### src/rtl/tlpc_pkg.sv
package tlpc_pkg;

  localparam int SAMPLES_DEF = 5;
  localparam int ECHO_FIELDS = 5;

  localparam int ECHO_W     = 15;
  localparam int DIST_W     = 16;
  localparam int CFG_IDX_W  = 3;
  localparam int CFG_DATA_W = 16;
  localparam int STREAK_W   = 8;
  localparam int LEVEL_W    = 7;
  localparam int TIME_W     = 32;

  // Echo to distance: floor(us * 1715 / 1000) as a multiply by a reciprocal.
  localparam int SOUND_W = 11;
  localparam logic [SOUND_W-1:0] SOUND_K = 11'd1715;
  localparam int PROD_W  = ECHO_W + SOUND_W;
  localparam int RECIP_W = 27;
  localparam logic [RECIP_W-1:0] RECIP_K = 27'd68719477;
  localparam int RECIP_SH = 36;

  localparam logic [DIST_W-1:0] MAX_DIST     = 16'd40000;
  localparam logic [DIST_W-1:0] MIN_VALID    = 16'd200;
  localparam logic [DIST_W:0]   WINDOW_SLACK = 17'd500;
  localparam logic [LEVEL_W-1:0] PCT_SCALE   = 7'd100;
  localparam logic [STREAK_W-1:0] STREAK_MAX = 8'd255;

  localparam int DIVD_W    = 24;
  localparam int DVS_W     = 16;
  localparam int DIV_STEPS = 2;
  localparam int DIV_ITER  = DIVD_W / DIV_STEPS;

  localparam logic [CFG_IDX_W-1:0] CFG_BOTTOM  = 3'd0;
  localparam logic [CFG_IDX_W-1:0] CFG_FULL    = 3'd1;
  localparam logic [CFG_IDX_W-1:0] CFG_START   = 3'd2;
  localparam logic [CFG_IDX_W-1:0] CFG_STABLE  = 3'd3;
  localparam logic [CFG_IDX_W-1:0] CFG_CONFIRM = 3'd4;

  localparam logic [DIST_W-1:0]   RST_BOTTOM  = 16'd1513;
  localparam logic [DIST_W-1:0]   RST_FULL    = 16'd1150;
  localparam logic [DIST_W-1:0]   RST_START   = 16'd150;
  localparam logic [STREAK_W-1:0] RST_STABLE  = 8'd3;
  localparam logic [15:0]         RST_CONFIRM = 16'd1000;

  typedef enum logic [1:0] {
    ST_NORMAL   = 2'd0,
    ST_OVERFLOW = 2'd1,
    ST_FULL     = 2'd2,
    ST_LOW      = 2'd3
  } status_t;

  typedef struct packed {
    logic cap;
    logic e_mul;
    logic e_div;
    logic e_acc;
    logic div_start;
    logic div_pct;
    logic avg_load;
    logic hgt;
    logic pct_load;
    logic commit;
  } cmd_t;

  typedef struct packed {
    logic last_echo;
    logic div_done;
  } sts_t;

endpackage

### src/rtl/tlpc_div.sv
module tlpc_div (
  input  logic                        clk,
  input  logic                        rst_n,
  input  logic                        start,
  input  logic [tlpc_pkg::DIVD_W-1:0] dividend,
  input  logic [tlpc_pkg::DVS_W-1:0]  divisor,
  output logic                        done,
  output logic [tlpc_pkg::DIVD_W-1:0] quotient
);
  import tlpc_pkg::*;

  localparam int CNT_W = (DIV_ITER > 1) ? $clog2(DIV_ITER) : 1;

  logic              busy_r;
  logic              done_r;
  logic [CNT_W-1:0]  cnt_r;
  logic [DVS_W-1:0]  rem_r;
  logic [DVS_W-1:0]  rem_nxt;
  logic [DIVD_W-1:0] quo_r;
  logic [DIVD_W-1:0] quo_nxt;
  logic [DVS_W-1:0]  dvs_r;
  logic [DVS_W:0]    trial;

  always_comb begin
    rem_nxt = rem_r;
    quo_nxt = quo_r;
    trial   = '0;
    for (int s = 0; s < DIV_STEPS; s++) begin
      trial   = {rem_nxt, quo_nxt[DIVD_W-1]};
      quo_nxt = {quo_nxt[DIVD_W-2:0], 1'b0};
      if (trial >= {1'b0, dvs_r}) begin
        trial      = trial - {1'b0, dvs_r};
        quo_nxt[0] = 1'b1;
      end
      rem_nxt = trial[DVS_W-1:0];
    end
  end

  always_ff @(posedge clk) begin
    if (!rst_n) begin
      busy_r <= 1'b0;
      done_r <= 1'b0;
      cnt_r  <= '0;
    end else begin
      done_r <= 1'b0;
      if (start) begin
        busy_r <= 1'b1;
        cnt_r  <= '0;
      end else if (busy_r) begin
        cnt_r <= cnt_r + 1'b1;
        if (cnt_r == CNT_W'(DIV_ITER - 1)) begin
          busy_r <= 1'b0;
          done_r <= 1'b1;
        end
      end
    end
  end

  always_ff @(posedge clk) begin
    if (start) begin
      rem_r <= '0;
      quo_r <= dividend;
      dvs_r <= divisor;
    end else if (busy_r) begin
      rem_r <= rem_nxt;
      quo_r <= quo_nxt;
    end
  end

  assign done     = done_r;
  assign quotient = quo_r;

endmodule

### src/rtl/tlpc_datapath.sv
module tlpc_datapath #(
  parameter int SAMPLES = tlpc_pkg::SAMPLES_DEF
) (
  input  logic                            clk,
  input  logic                            rst_n,
  input  logic                            cfg_we,
  input  logic [tlpc_pkg::CFG_IDX_W-1:0]  cfg_index,
  input  logic [tlpc_pkg::CFG_DATA_W-1:0] cfg_data,
  input  logic [tlpc_pkg::ECHO_W-1:0]     in_echo_a,
  input  logic [tlpc_pkg::ECHO_W-1:0]     in_echo_b,
  input  logic [tlpc_pkg::ECHO_W-1:0]     in_echo_c,
  input  logic [tlpc_pkg::ECHO_W-1:0]     in_echo_d,
  input  logic [tlpc_pkg::ECHO_W-1:0]     in_echo_e,
  input  logic                            in_overflow_raw,
  input  logic [tlpc_pkg::TIME_W-1:0]     in_now_ms,
  input  tlpc_pkg::cmd_t                  cmd,
  output tlpc_pkg::sts_t                  sts,
  output logic [tlpc_pkg::DIST_W-1:0]     out_avg_distance,
  output logic [tlpc_pkg::DIST_W-1:0]     out_water_height,
  output logic [tlpc_pkg::LEVEL_W-1:0]    out_level_percent,
  output logic [1:0]                      out_status_code,
  output logic                            out_overflow_confirmed,
  output logic                            out_pump_on,
  output logic                            out_buzzer_alert
);
  import tlpc_pkg::*;

  localparam int NUSE  = (SAMPLES < ECHO_FIELDS) ? SAMPLES : ECHO_FIELDS;
  localparam int IDX_W = (NUSE > 1) ? $clog2(NUSE) : 1;
  localparam int CNT_W = $clog2(NUSE + 1);
  localparam int SUM_W = DIST_W + CNT_W;

  logic [DIST_W-1:0]   bottom_r;
  logic [DIST_W-1:0]   full_r;
  logic [DIST_W-1:0]   start_h_r;
  logic [STREAK_W-1:0] stable_r;
  logic [15:0]         confirm_r;

  logic [ECHO_W-1:0]   echo_in [ECHO_FIELDS];
  logic [ECHO_W-1:0]   echo_r [NUSE];
  logic                raw_r;
  logic [TIME_W-1:0]   now_r;

  logic [IDX_W-1:0]    idx_r;
  logic [PROD_W-1:0]   prod_r;
  logic [DIST_W-1:0]   q_r;
  logic [SUM_W-1:0]    sum_r;
  logic [CNT_W-1:0]    cnt_r;
  logic [DIST_W-1:0]   avg_r;
  logic [DIST_W-1:0]   height_r;
  logic [LEVEL_W-1:0]  level_r;

  logic                pump_r;
  logic [STREAK_W-1:0] high_r;
  logic [STREAK_W-1:0] low_r;
  logic                timing_r;
  logic [TIME_W-1:0]   ovf_start_r;
  logic                latched_r;

  logic [PROD_W+RECIP_W-1:0] recip_prod;
  logic [DIST_W-1:0]   echo_dist;
  logic                dist_ok;
  logic [DIST_W-1:0]   height_nxt;
  logic [TIME_W-1:0]   ovf_start_nxt;
  logic [TIME_W-1:0]   elapsed;
  logic [DIVD_W-1:0]   div_dvd;
  logic [DVS_W-1:0]    div_dvs;
  logic                div_done;
  logic [DIVD_W-1:0]   div_quo;

  logic                pump_nxt;
  logic [STREAK_W-1:0] high_nxt;
  logic [STREAK_W-1:0] low_nxt;
  status_t             status_nxt;

  assign echo_in[0] = in_echo_a;
  assign echo_in[1] = in_echo_b;
  assign echo_in[2] = in_echo_c;
  assign echo_in[3] = in_echo_d;
  assign echo_in[4] = in_echo_e;

  always_ff @(posedge clk) begin
    if (!rst_n) begin
      bottom_r  <= RST_BOTTOM;
      full_r    <= RST_FULL;
      start_h_r <= RST_START;
      stable_r  <= RST_STABLE;
      confirm_r <= RST_CONFIRM;
    end else if (cfg_we) begin
      case (cfg_index)
        CFG_BOTTOM:  bottom_r  <= cfg_data;
        CFG_FULL:    full_r    <= cfg_data;
        CFG_START:   start_h_r <= cfg_data;
        CFG_STABLE:  stable_r  <= cfg_data[STREAK_W-1:0];
        CFG_CONFIRM: confirm_r <= cfg_data;
        default: begin
        end
      endcase
    end
  end

  assign recip_prod = (PROD_W+RECIP_W)'(prod_r) * (PROD_W+RECIP_W)'(RECIP_K);

  always_comb begin
    echo_dist = q_r;
    if (q_r == '0 || q_r > MAX_DIST) begin
      echo_dist = bottom_r;
    end
    dist_ok = (echo_dist > MIN_VALID) && ({1'b0, echo_dist} < ({1'b0, bottom_r} + WINDOW_SLACK));
  end

  always_comb begin
    height_nxt = (bottom_r > avg_r) ? (bottom_r - avg_r) : '0;
    if (height_nxt > full_r) begin
      height_nxt = full_r;
    end
  end

  assign ovf_start_nxt = timing_r ? ovf_start_r : now_r;
  assign elapsed       = now_r - ovf_start_nxt;

  assign div_dvd = cmd.div_pct ? (DIVD_W'(height_r) * DIVD_W'(PCT_SCALE)) : DIVD_W'(sum_r);
  assign div_dvs = cmd.div_pct ? full_r : DVS_W'(cnt_r);

  tlpc_div u_div (
    .clk      (clk),
    .rst_n    (rst_n),
    .start    (cmd.div_start),
    .dividend (div_dvd),
    .divisor  (div_dvs),
    .done     (div_done),
    .quotient (div_quo)
  );

  assign sts.div_done  = div_done;
  assign sts.last_echo = (idx_r == IDX_W'(NUSE - 1));

  always_comb begin
    pump_nxt   = pump_r;
    high_nxt   = '0;
    low_nxt    = '0;
    status_nxt = ST_NORMAL;
    if (latched_r) begin
      pump_nxt   = 1'b0;
      status_nxt = ST_OVERFLOW;
    end else begin
      if (height_r >= full_r) begin
        high_nxt = (high_r == STREAK_MAX) ? STREAK_MAX : high_r + 1'b1;
      end
      if (height_r <= start_h_r) begin
        low_nxt = (low_r == STREAK_MAX) ? STREAK_MAX : low_r + 1'b1;
      end
      if (pump_r && high_nxt >= stable_r) begin
        status_nxt = ST_FULL;
        pump_nxt   = 1'b0;
        high_nxt   = '0;
      end else if (!pump_r && low_nxt >= stable_r) begin
        status_nxt = ST_LOW;
        pump_nxt   = 1'b1;
        low_nxt    = '0;
      end
    end
  end

  always_ff @(posedge clk) begin
    if (!rst_n) begin
      pump_r      <= 1'b1;
      high_r      <= '0;
      low_r       <= '0;
      timing_r    <= 1'b0;
      ovf_start_r <= '0;
      latched_r   <= 1'b0;
    end else begin
      if (cmd.hgt) begin
        if (raw_r) begin
          timing_r    <= 1'b1;
          ovf_start_r <= ovf_start_nxt;
          if (elapsed >= TIME_W'(confirm_r)) begin
            latched_r <= 1'b1;
          end
        end else begin
          timing_r    <= 1'b0;
          ovf_start_r <= '0;
          latched_r   <= 1'b0;
        end
      end
      if (cmd.commit) begin
        pump_r <= pump_nxt;
        high_r <= high_nxt;
        low_r  <= low_nxt;
      end
    end
  end

  always_ff @(posedge clk) begin
    if (cmd.cap) begin
      for (int i = 0; i < NUSE; i++) begin
        echo_r[i] <= echo_in[i];
      end
      raw_r <= in_overflow_raw;
      now_r <= in_now_ms;
      idx_r <= '0;
      sum_r <= '0;
      cnt_r <= '0;
    end
    if (cmd.e_mul) begin
      prod_r <= PROD_W'(echo_r[idx_r]) * PROD_W'(SOUND_K);
    end
    if (cmd.e_div) begin
      q_r <= recip_prod[RECIP_SH +: DIST_W];
    end
    if (cmd.e_acc) begin
      idx_r <= idx_r + 1'b1;
      if (dist_ok) begin
        sum_r <= sum_r + SUM_W'(echo_dist);
        cnt_r <= cnt_r + 1'b1;
      end
    end
    if (cmd.avg_load) begin
      avg_r <= (cnt_r == '0) ? bottom_r : div_quo[DIST_W-1:0];
    end
    if (cmd.hgt) begin
      height_r <= height_nxt;
    end
    if (cmd.pct_load) begin
      level_r <= (full_r == '0) ? '0 : div_quo[LEVEL_W-1:0];
    end
    if (cmd.commit) begin
      out_avg_distance       <= avg_r;
      out_water_height       <= height_r;
      out_level_percent      <= level_r;
      out_status_code        <= status_nxt;
      out_overflow_confirmed <= latched_r;
      out_pump_on            <= pump_nxt;
      out_buzzer_alert       <= latched_r;
    end
  end

endmodule

### src/rtl/tlpc_ctrl.sv
module tlpc_ctrl (
  input  logic           clk,
  input  logic           rst_n,
  input  logic           in_valid,
  output logic           in_ready,
  output logic           out_valid,
  input  logic           out_ready,
  input  tlpc_pkg::sts_t sts,
  output tlpc_pkg::cmd_t cmd
);
  import tlpc_pkg::*;

  typedef enum logic [3:0] {
    S_IDLE,
    S_E_MUL,
    S_E_DIV,
    S_E_ACC,
    S_AVG_GO,
    S_AVG_WAIT,
    S_HGT,
    S_PCT_GO,
    S_PCT_WAIT,
    S_COMMIT
  } state_t;

  state_t state_r;
  state_t state_nxt;
  logic   out_valid_r;
  logic   out_valid_nxt;
  logic   slot_free;

  assign slot_free = !out_valid_r || out_ready;

  always_comb begin
    cmd       = '0;
    state_nxt = state_r;
    case (state_r)
      S_IDLE: begin
        if (in_valid) begin
          cmd.cap   = 1'b1;
          state_nxt = S_E_MUL;
        end
      end
      S_E_MUL: begin
        cmd.e_mul = 1'b1;
        state_nxt = S_E_DIV;
      end
      S_E_DIV: begin
        cmd.e_div = 1'b1;
        state_nxt = S_E_ACC;
      end
      S_E_ACC: begin
        cmd.e_acc = 1'b1;
        state_nxt = sts.last_echo ? S_AVG_GO : S_E_MUL;
      end
      S_AVG_GO: begin
        cmd.div_start = 1'b1;
        state_nxt     = S_AVG_WAIT;
      end
      S_AVG_WAIT: begin
        if (sts.div_done) begin
          cmd.avg_load = 1'b1;
          state_nxt    = S_HGT;
        end
      end
      S_HGT: begin
        cmd.hgt   = 1'b1;
        state_nxt = S_PCT_GO;
      end
      S_PCT_GO: begin
        cmd.div_start = 1'b1;
        cmd.div_pct   = 1'b1;
        state_nxt     = S_PCT_WAIT;
      end
      S_PCT_WAIT: begin
        if (sts.div_done) begin
          cmd.pct_load = 1'b1;
          state_nxt    = S_COMMIT;
        end
      end
      S_COMMIT: begin
        if (slot_free) begin
          cmd.commit = 1'b1;
          state_nxt  = S_IDLE;
        end
      end
      default: begin
        state_nxt = S_IDLE;
      end
    endcase
  end

  always_comb begin
    if (cmd.commit) begin
      out_valid_nxt = 1'b1;
    end else if (out_ready) begin
      out_valid_nxt = 1'b0;
    end else begin
      out_valid_nxt = out_valid_r;
    end
  end

  always_ff @(posedge clk) begin
    if (!rst_n) begin
      state_r     <= S_IDLE;
      out_valid_r <= 1'b0;
    end else begin
      state_r     <= state_nxt;
      out_valid_r <= out_valid_nxt;
    end
  end

  assign in_ready  = (state_r == S_IDLE);
  assign out_valid = out_valid_r;

endmodule

### src/rtl/tank_level_pump_controller.sv
// Channel   Direction  Handshake              Payload
// cfg       in         cfg_we                 cfg_index, cfg_data
// in        in         in_valid / in_ready    in_echo_a..e, in_overflow_raw, in_now_ms
// out       out        out_valid / out_ready  out_avg_distance .. out_buzzer_alert
//
// Each item runs the multiply, reciprocal-shift and accumulate states for each of the
// min(SAMPLES, 5) echoes, then makes two passes of the shared two-bit-per-cycle divider.
// Reset is synchronous and active low; it loads the register defaults and pump on.
// A new transfer is taken while the previous result waits; the next result is held
// until the output register is free.
module tank_level_pump_controller #(
  parameter int SAMPLES = tlpc_pkg::SAMPLES_DEF
) (
  input  logic                            clk,
  input  logic                            rst_n,
  input  logic                            cfg_we,
  input  logic [tlpc_pkg::CFG_IDX_W-1:0]  cfg_index,
  input  logic [tlpc_pkg::CFG_DATA_W-1:0] cfg_data,
  input  logic                            in_valid,
  output logic                            in_ready,
  input  logic [tlpc_pkg::ECHO_W-1:0]     in_echo_a,
  input  logic [tlpc_pkg::ECHO_W-1:0]     in_echo_b,
  input  logic [tlpc_pkg::ECHO_W-1:0]     in_echo_c,
  input  logic [tlpc_pkg::ECHO_W-1:0]     in_echo_d,
  input  logic [tlpc_pkg::ECHO_W-1:0]     in_echo_e,
  input  logic                            in_overflow_raw,
  input  logic [tlpc_pkg::TIME_W-1:0]     in_now_ms,
  output logic                            out_valid,
  input  logic                            out_ready,
  output logic [tlpc_pkg::DIST_W-1:0]     out_avg_distance,
  output logic [tlpc_pkg::DIST_W-1:0]     out_water_height,
  output logic [tlpc_pkg::LEVEL_W-1:0]    out_level_percent,
  output logic [1:0]                      out_status_code,
  output logic                            out_overflow_confirmed,
  output logic                            out_pump_on,
  output logic                            out_buzzer_alert
);
  import tlpc_pkg::*;

  cmd_t cmd;
  sts_t sts;

  tlpc_ctrl u_ctrl (
    .clk       (clk),
    .rst_n     (rst_n),
    .in_valid  (in_valid),
    .in_ready  (in_ready),
    .out_valid (out_valid),
    .out_ready (out_ready),
    .sts       (sts),
    .cmd       (cmd)
  );

  tlpc_datapath #(
    .SAMPLES (SAMPLES)
  ) u_dp (
    .clk                    (clk),
    .rst_n                  (rst_n),
    .cfg_we                 (cfg_we),
    .cfg_index              (cfg_index),
    .cfg_data               (cfg_data),
    .in_echo_a              (in_echo_a),
    .in_echo_b              (in_echo_b),
    .in_echo_c              (in_echo_c),
    .in_echo_d              (in_echo_d),
    .in_echo_e              (in_echo_e),
    .in_overflow_raw        (in_overflow_raw),
    .in_now_ms              (in_now_ms),
    .cmd                    (cmd),
    .sts                    (sts),
    .out_avg_distance       (out_avg_distance),
    .out_water_height       (out_water_height),
    .out_level_percent      (out_level_percent),
    .out_status_code        (out_status_code),
    .out_overflow_confirmed (out_overflow_confirmed),
    .out_pump_on            (out_pump_on),
    .out_buzzer_alert       (out_buzzer_alert)
  );

endmodule
### config.mk
export PLATFORM = sky130hd
export DESIGN_NAME = tank_level_pump_controller
export DESIGN_NICKNAME = d
export VERILOG_FILES = /design/src/rtl/tlpc_pkg.sv /design/src/rtl/tlpc_div.sv /design/src/rtl/tlpc_datapath.sv /design/src/rtl/tlpc_ctrl.sv /design/src/rtl/tank_level_pump_controller.sv
export SDC_FILE = /design/constraint.sdc
export NUM_CORES = 2
export LEC_CHECK = 0
export ABC_AREA = 1
export BUFFER_PORTS_ARGS = -buffer_cell sky130_fd_sc_hd__buf_2
export CAP_MARGIN = 20
export CORE_MARGIN = 1
export CORE_UTILIZATION = 55
export DETAILED_ROUTE_END_ITERATION = 8
export PLACE_DENSITY = 0.81
export SYNTH_ARGS = -nofsm -noshare
export SYNTH_HDL_FRONTEND = slang
export SYNTH_SLANG_ARGS = --single-unit
export TNS_END_PERCENT = 5
### constraint.sdc
create_clock -name clk -period 7.42 [get_ports clk]
set_clock_uncertainty 0.1 [all_clocks]
set_input_delay 0.742 -clock clk [delete_from_list [all_inputs] [get_ports clk]]
set_output_delay 0.742 -clock clk [all_outputs]
set_load 0.01 [all_outputs]
# == Yosys cells after proc, flatten, opt, wreduce, memory -nomap -nowiden ==
# Memories as Yosys holds them, arrays and structs flattened. A register that Yosys moved wholly into a read port is not among the register bits.
# Cells that the tools add are included.
# op_classes
addsub,11
mul,3
n_div,0
magnitude_cmp,12
eq_ne,22
n_shift,0
n_mux,69
bitwise_logic,2
n_reduce_logical,25
# ops
operator,count
$mux W16,6
$mux W8,11
$mux W32,2
$mux W19,3
$mul A26 B27 Y52 const B,1
$mux W24,2
$sub A16 B16 Y16,3
$pmux W4 S10,1
$ge A17 B16 Y1,2
$ge A32 B16 Y1,1
$gt A16 B16 Y1,2
$logic_not A16 Y1,2
$sub A32 B32 Y32,1
$mux W1,29
$mul A15 B11 Y26 const B,1
$mux W3,8
$mux W23,1
$mul A16 B5 Y21 const B,1
$add A19 B16 Y19,1
$add A16 B9 Y17 const B,1
$lt A16 B17 Y1,1
$add A8 B1 Y8 const B,2
$eq A4 B3 Y1 const B,4
$eq A8 B8 Y1 const B,2
28 further kinds,56
# word_totals
reg_bits,372
latchBits,0
ram_bits,75
romBits,0
input_bits,132
output_inout_bits,46
wordCells,181
mem_count,1
# mem_list
name,depth,word_bits,rd,rd_ports_with_merged_regs,wr,line_no,source
u_dp.echo_r,5,15,1,1,5,tlpc_datapath.sv:40,logic [ECHO_W-1:0] echo_r [NUSE];

# == Depth between registers and ports, before layout ==
# logic_depth
ltp_word,9
mapped_depth,33
depth_no_buf,31

# == Cells and area by module ==
# From an unflattened synthesis, not the netlist that was laid out.
# unflattened
hier_cells,5081
area_unflattened_um2,42111.6
# modules_own_cells
mod,n_inst,cells_each,area_per_inst_um2,seq_area_each_um2
tlpc_datapath,1,4369,37086.8,10019.6
tlpc_div,1,645,4629.4,1641.6
tlpc_ctrl,1,67,395.4,100.1

# == Least setup slack after synthesis ==
# No wires, ideal clock.
# synth_path
path_type,reg2reg
start,reg u_dp.prod_r[24]
end,reg u_dp.q_r[10] (data pin)
setup_time_ns,0.258
arrival_ns,5.795
slack_ns,1.266
stages_incl_launch_ff,23
synth_period_minus_slack_ns,6.154
path_cell_list,edfxtp_1 fa_1 inv_1 fa_1 fa_1 inv_1 fa_1 fa_1 inv_1 fa_1 fa_1 inv_1 ha_1 nand2_1 nor2_1 inv_1 nor4_1 nand4_1 nand3_1 nand2_1 o211ai_1 a21oi_1 xnor2_1
# synth_between
elab_chain_len,1
# synth_lines
item,line_no,source
"start, declared",tlpc_datapath.sv:45,logic [PROD_W-1:0] prod_r;
"start signal, assigned",tlpc_datapath.sv:207,prod_r <= PROD_W'(echo_r[idx_r]) * PROD_W'(SOUND_K);
$mul A26 B27 Y52,tlpc_datapath.sv:102,assign recip_prod = (PROD_W+RECIP_W)'(prod_r) * (PROD_W+RECIP_W)'(RECIP_K);
named net u_dp.recip_prod[46],tlpc_datapath.sv:60,logic [PROD_W+RECIP_W-1:0] recip_prod;
"end signal, assigned",tlpc_datapath.sv:210,q_r <= recip_prod[RECIP_SH +: DIST_W];
"end, declared",tlpc_datapath.sv:46,logic [DIST_W-1:0] q_r;
# The timed path passes the listed nets, and every way through them passes these cells.
# A chain may end at the register's enable or synchronous reset.

==> flow_summary_export.csv <==
group,metric,value,unit
setup_path,reg2reg_depth,19,
sta,finalSetupViolations,0,
floorplan,ios,178,
detailed_routing,vias,33000,
synthesis,syn-num-nets,5793,
place,post-dp-hpwl,86200,microns
global_route,grt_pass1_wl,168000,microns
clock_tree,clock_path_buffers,3,
detailed_routing,drt_pass1_iterations,8,
floorplan,die-area,75300,sq um
setup_path,cp_common_cell,"fa_1",
min_path,hold_class,"primary input to flop",
finish,drive_above_1_share,6.88,%
sta,drv_slew,0,
global_route,gr-total-overflow,0,
clock_tree,tritoncts,"yes",
sta,finalSetupTns,0,ns
synthesis,synth_ff_type,"edfxtp_1",
global_route,grt_use_total,28.3,%
setup_path,cp.arrival,6.89,ns
synthesis,ys_types,62,
clock_tree,htree_levels,2,
sta,fin_crit_sh,89.8,%
synthesis,yosys_warnings,0,
setup_path,cp-end-kind,"flop",
place,gp_congestion,0.984,
setup_path,rr_endpoint,"u_dp.prod_r[23]$_DFFE_PP_",
sta,worst_pin_slew,1.11,ns
global_route,antenna_found_initial,5,
detailed_routing,routed_wl,107000,microns
detailed_routing,route.detailed.drc,15,
min_path,min_to,"u_dp.now_r[31]$_DFFE_PP_",
synthesis,yosysSeqAreaShare,28.8,%
setup_path,path_cells,"inv_1, nor2_1, o21ai_0, a31oi_1, ha_1, inv_1, fa_1, inv_1, fa_1, fa_1, fa_1, ha_1, nand4_1, nor3_1, a21oi_1, o21ai_0, nand3_1, nand2_1, xor2_1",
clock_tree,clk_pin_slew,0.06,ns
detailed_routing,via_per_inst,5.54,
synthesis,synth_edf_count,275,
setup_path,critPathKind,"flop to flop",
global_route,grt_max_degree,78,
clock_tree,cts-root-buf,"clkbuf_16",
clock_tree,holdBufCountCts,0,
clock_tree,cts_resized,0,
detailed_routing,routedWlPerCell,18.0,microns
clock_tree,cts_buffers,48,
synthesis,syn_avg_cell_area,8.56,sq um
floorplan,die_y,274,microns
setup_path,critPathTopFamily,"adder cells",
sta,maxSlewHeadroom,25.7,%
synthesis,ys_async_sr_fraction,0,%
finish,final-seq-area,11800,sq um
clock_tree,postCtsSetupBuffers,0,
synthesis,ys_ff_latch,450,
detailed_routing,drt_iter0_markers,2621,
finish,syn2layout_area_growth,9.11,%
clock_tree,clk_latency,0.61,ns
place,io_buffers,177,
run,drv_cap,0,
finish,fin_nets,5967,
run_status,violations,"design-rule violations",
setup_path,slowest_stage,"dfxtp_1",
min_path,holdPathStages,1,
sta,finalHoldViolations,0,
sta,period_minus_slack,6.66,ns
sta,max_freq,150,MHz
floorplan,rows,99,
setup_path,r2r_setup_slack,0.76,ns
setup_path,max_stage_delay,0.76,ns
sta,rsz0062_at_grt,"false",
synthesis,netlist_area,40800,sq um
synthesis,synth_cells,4769,
detailed_routing,ant_nets,0,
setup_path,cp_num_buf_inv,3,
setup_path,cp.required,7.65,ns
min_path,min_from,"in_now_ms[31]",
floorplan,coreArea,73200,sq um
finish,finalCoreUtilization,60.8,%
clock_tree,cts_sinks,450,
finish,multi_input_comb_area,25100,sq um
run_status,status,"finished, violations left",
setup_path,cp-start-kind,"flop",
floorplan,initial_utilization,55.7,%
global_route,grt_pass1_vias,32200,
finish,fill_cells,6072,
floorplan,die_w,274,microns
setup_path,worstPathMaxFanout,16,
## layout by cell type (no fill, tap or decap), types with 9 or more instances in the layout
| cell | count |
|---|---|
| o221ai_1 | 12 |
| xnor2_1 | 46 |
| o21ai_0 | 262 |
| dfxtp_1 | 174 |
| a21o_1 | 10 |
| nand4_1 | 51 |
| o21ai_1 | 17 |
| a21oi_1 | 337 |
| inv_1 | 957 |
| o211ai_1 | 32 |
| buf_4 | 24 |
| nand3b_1 | 12 |
| xor2_1 | 89 |
| bufinv_16 | 12 |
| edfxtp_1 | 275 |
| nor4_1 | 13 |
| o21a_1 | 13 |
| a31oi_1 | 29 |
| o21bai_1 | 10 |
| clkbuf_16 | 49 |
| nor2_1 | 338 |
| fa_1 | 283 |
| nor2_2 | 9 |
| a211oi_1 | 12 |
| buf_2 | 177 |
| nand2_1 | 797 |
| or2_2 | 10 |
| mux2i_1 | 30 |
| nand2_2 | 15 |
| nor3_1 | 43 |
| nand3_1 | 143 |
| ha_1 | 609 |
## final cells by class
type	instances	area share, %
multi-input cells	3275	56.3
repair buffers	202	2.46
clock buffers	55	2.85
flip-flops and latches	450	26.4
clock inverters	34	1.12
inverters	966	8.15
well taps	959	2.69
diodes	5	0.0281
## synth_stat cells, types with 6 or more instances
| library cell | count | share of area [%] |
|---|---|---|
| a21o_1 | 10 | 0.18 |
| nand3_1 | 143 | 1.8 |
| o21ai_1 | 16 | 0.20 |
| xor2_1 | 89 | 1.9 |
| edfxtp_1 | 275 | 20 |
| dfxtp_1 | 175 | 8.6 |
| nor3_1 | 43 | 0.53 |
| ha_1 | 609 | 19 |
| a21boi_0 | 8 | 0.15 |
| inv_1 | 959 | 8.8 |
| a21oi_1 | 337 | 4.1 |
| clkbuf_1 | 60 | 0.55 |
| o211ai_1 | 32 | 0.59 |
| nand2_2 | 15 | 0.23 |
| nand4_1 | 51 | 0.78 |
| o21ai_0 | 263 | 3.2 |
| fa_1 | 283 | 14 |
| nor4_1 | 13 | 0.20 |
| nor2_1 | 342 | 3.1 |
| o21a_1 | 13 | 0.24 |
| o21bai_1 | 10 | 0.18 |
| a211oi_1 | 12 | 0.22 |
| nand3b_1 | 12 | 0.22 |
| o22ai_1 | 6 | 0.092 |
| mux2i_1 | 30 | 0.74 |
| o221ai_1 | 12 | 0.26 |
| xnor2_1 | 46 | 0.99 |
| a31oi_1 | 29 | 0.44 |
| nand2_1 | 797 | 7.3 |
| or2_2 | 10 | 0.15 |
## metrics by stage
step,std cells,setup WS [ns],hold slack [ns],area [sq um]
2_1_floorplan,4769,1.27,0.300,40800
3_3_place_gp,5851,0.840,0.305,42700
3_5_place_dp,5851,0.777,0.307,42700
4_1_cts,5940,0.780,0.193,44500
5_1_grt,5945,0.365,0.200,44500
6_report,5946,0.757,0.210,44500
## how the worst max path moves through the flow
| stage | to | cells past startpoint | slack, ns |
|---|---|---|---|
| after floorplan | u_dp.q_r[10]$_DFFE_PP_ | 22 | 1.27 |
| after global placement | u_dp.q_r[14]$_DFFE_PP_ | 22 | 0.84 |
| after detailed placement | u_dp.q_r[10]$_DFFE_PP_ | 22 | 0.78 |
| after CTS | u_dp.prod_r[23]$_DFFE_PP_ | 19 | 0.78 |
| after global routing | u_dp.prod_r[23]$_DFFE_PP_ | 19 | 0.37 |
| final | u_dp.prod_r[23]$_DFFE_PP_ | 19 | 0.76 |
## registers in the layout (all words and copies together), names as in the netlist, 4 cells and up, named ones only
name	flops
u_dp.u_div.quotient	24
u_dp.out_avg_distance	16
u_dp.echo_r	75
u_dp.u_div.rem_r	16
u_dp.stable_r	8
u_dp.out_water_height	16
u_dp.start_h_r	16
u_dp.full_r	16
u_dp.prod_r	26
u_dp.high_r	8
u_dp.confirm_r	16
u_dp.level_r	7
u_dp.now_r	32
u_dp.avg_r	16
u_dp.sum_r	19
u_dp.out_level_percent	7
u_dp.height_r	16
u_ctrl.state_r	4
u_dp.low_r	8
u_dp.bottom_r	16
u_dp.u_div.cnt_r	4
u_dp.q_r	16
u_dp.u_div.dvs_r	16
u_dp.ovf_start_r	32
## per-layer routing
| layer | vias to the layer above | track usage (%) | part of all wire [%] |
|---|---|---|---|
| li1 | 15900 | - | - |
| met3 | 287 | 4.18 | 7.0 |
| met1 | 15500 | 35.7 | 41 |
| met2 | 1210 | 48.0 | 48 |
| met4 | 2 | 12.6 | 4.6 |
| met5 | - | 0 | 0.0084 |
## cell families after synthesis
group / count (synthesis) / synth area share (%)
fa+ha+maj: 892 / 32.6
xor+xnor: 135 / 2.90
buf+inv: 1044 / 9.79
mux: 30 / 0.736
simple gates: 1450 / 14.9
compound gates: 768 / 10.3
flops: 450 / 28.8
Power is not shown: default switching activity piles up to over one toggle a cycle in this logic, so the estimate is an artifact.
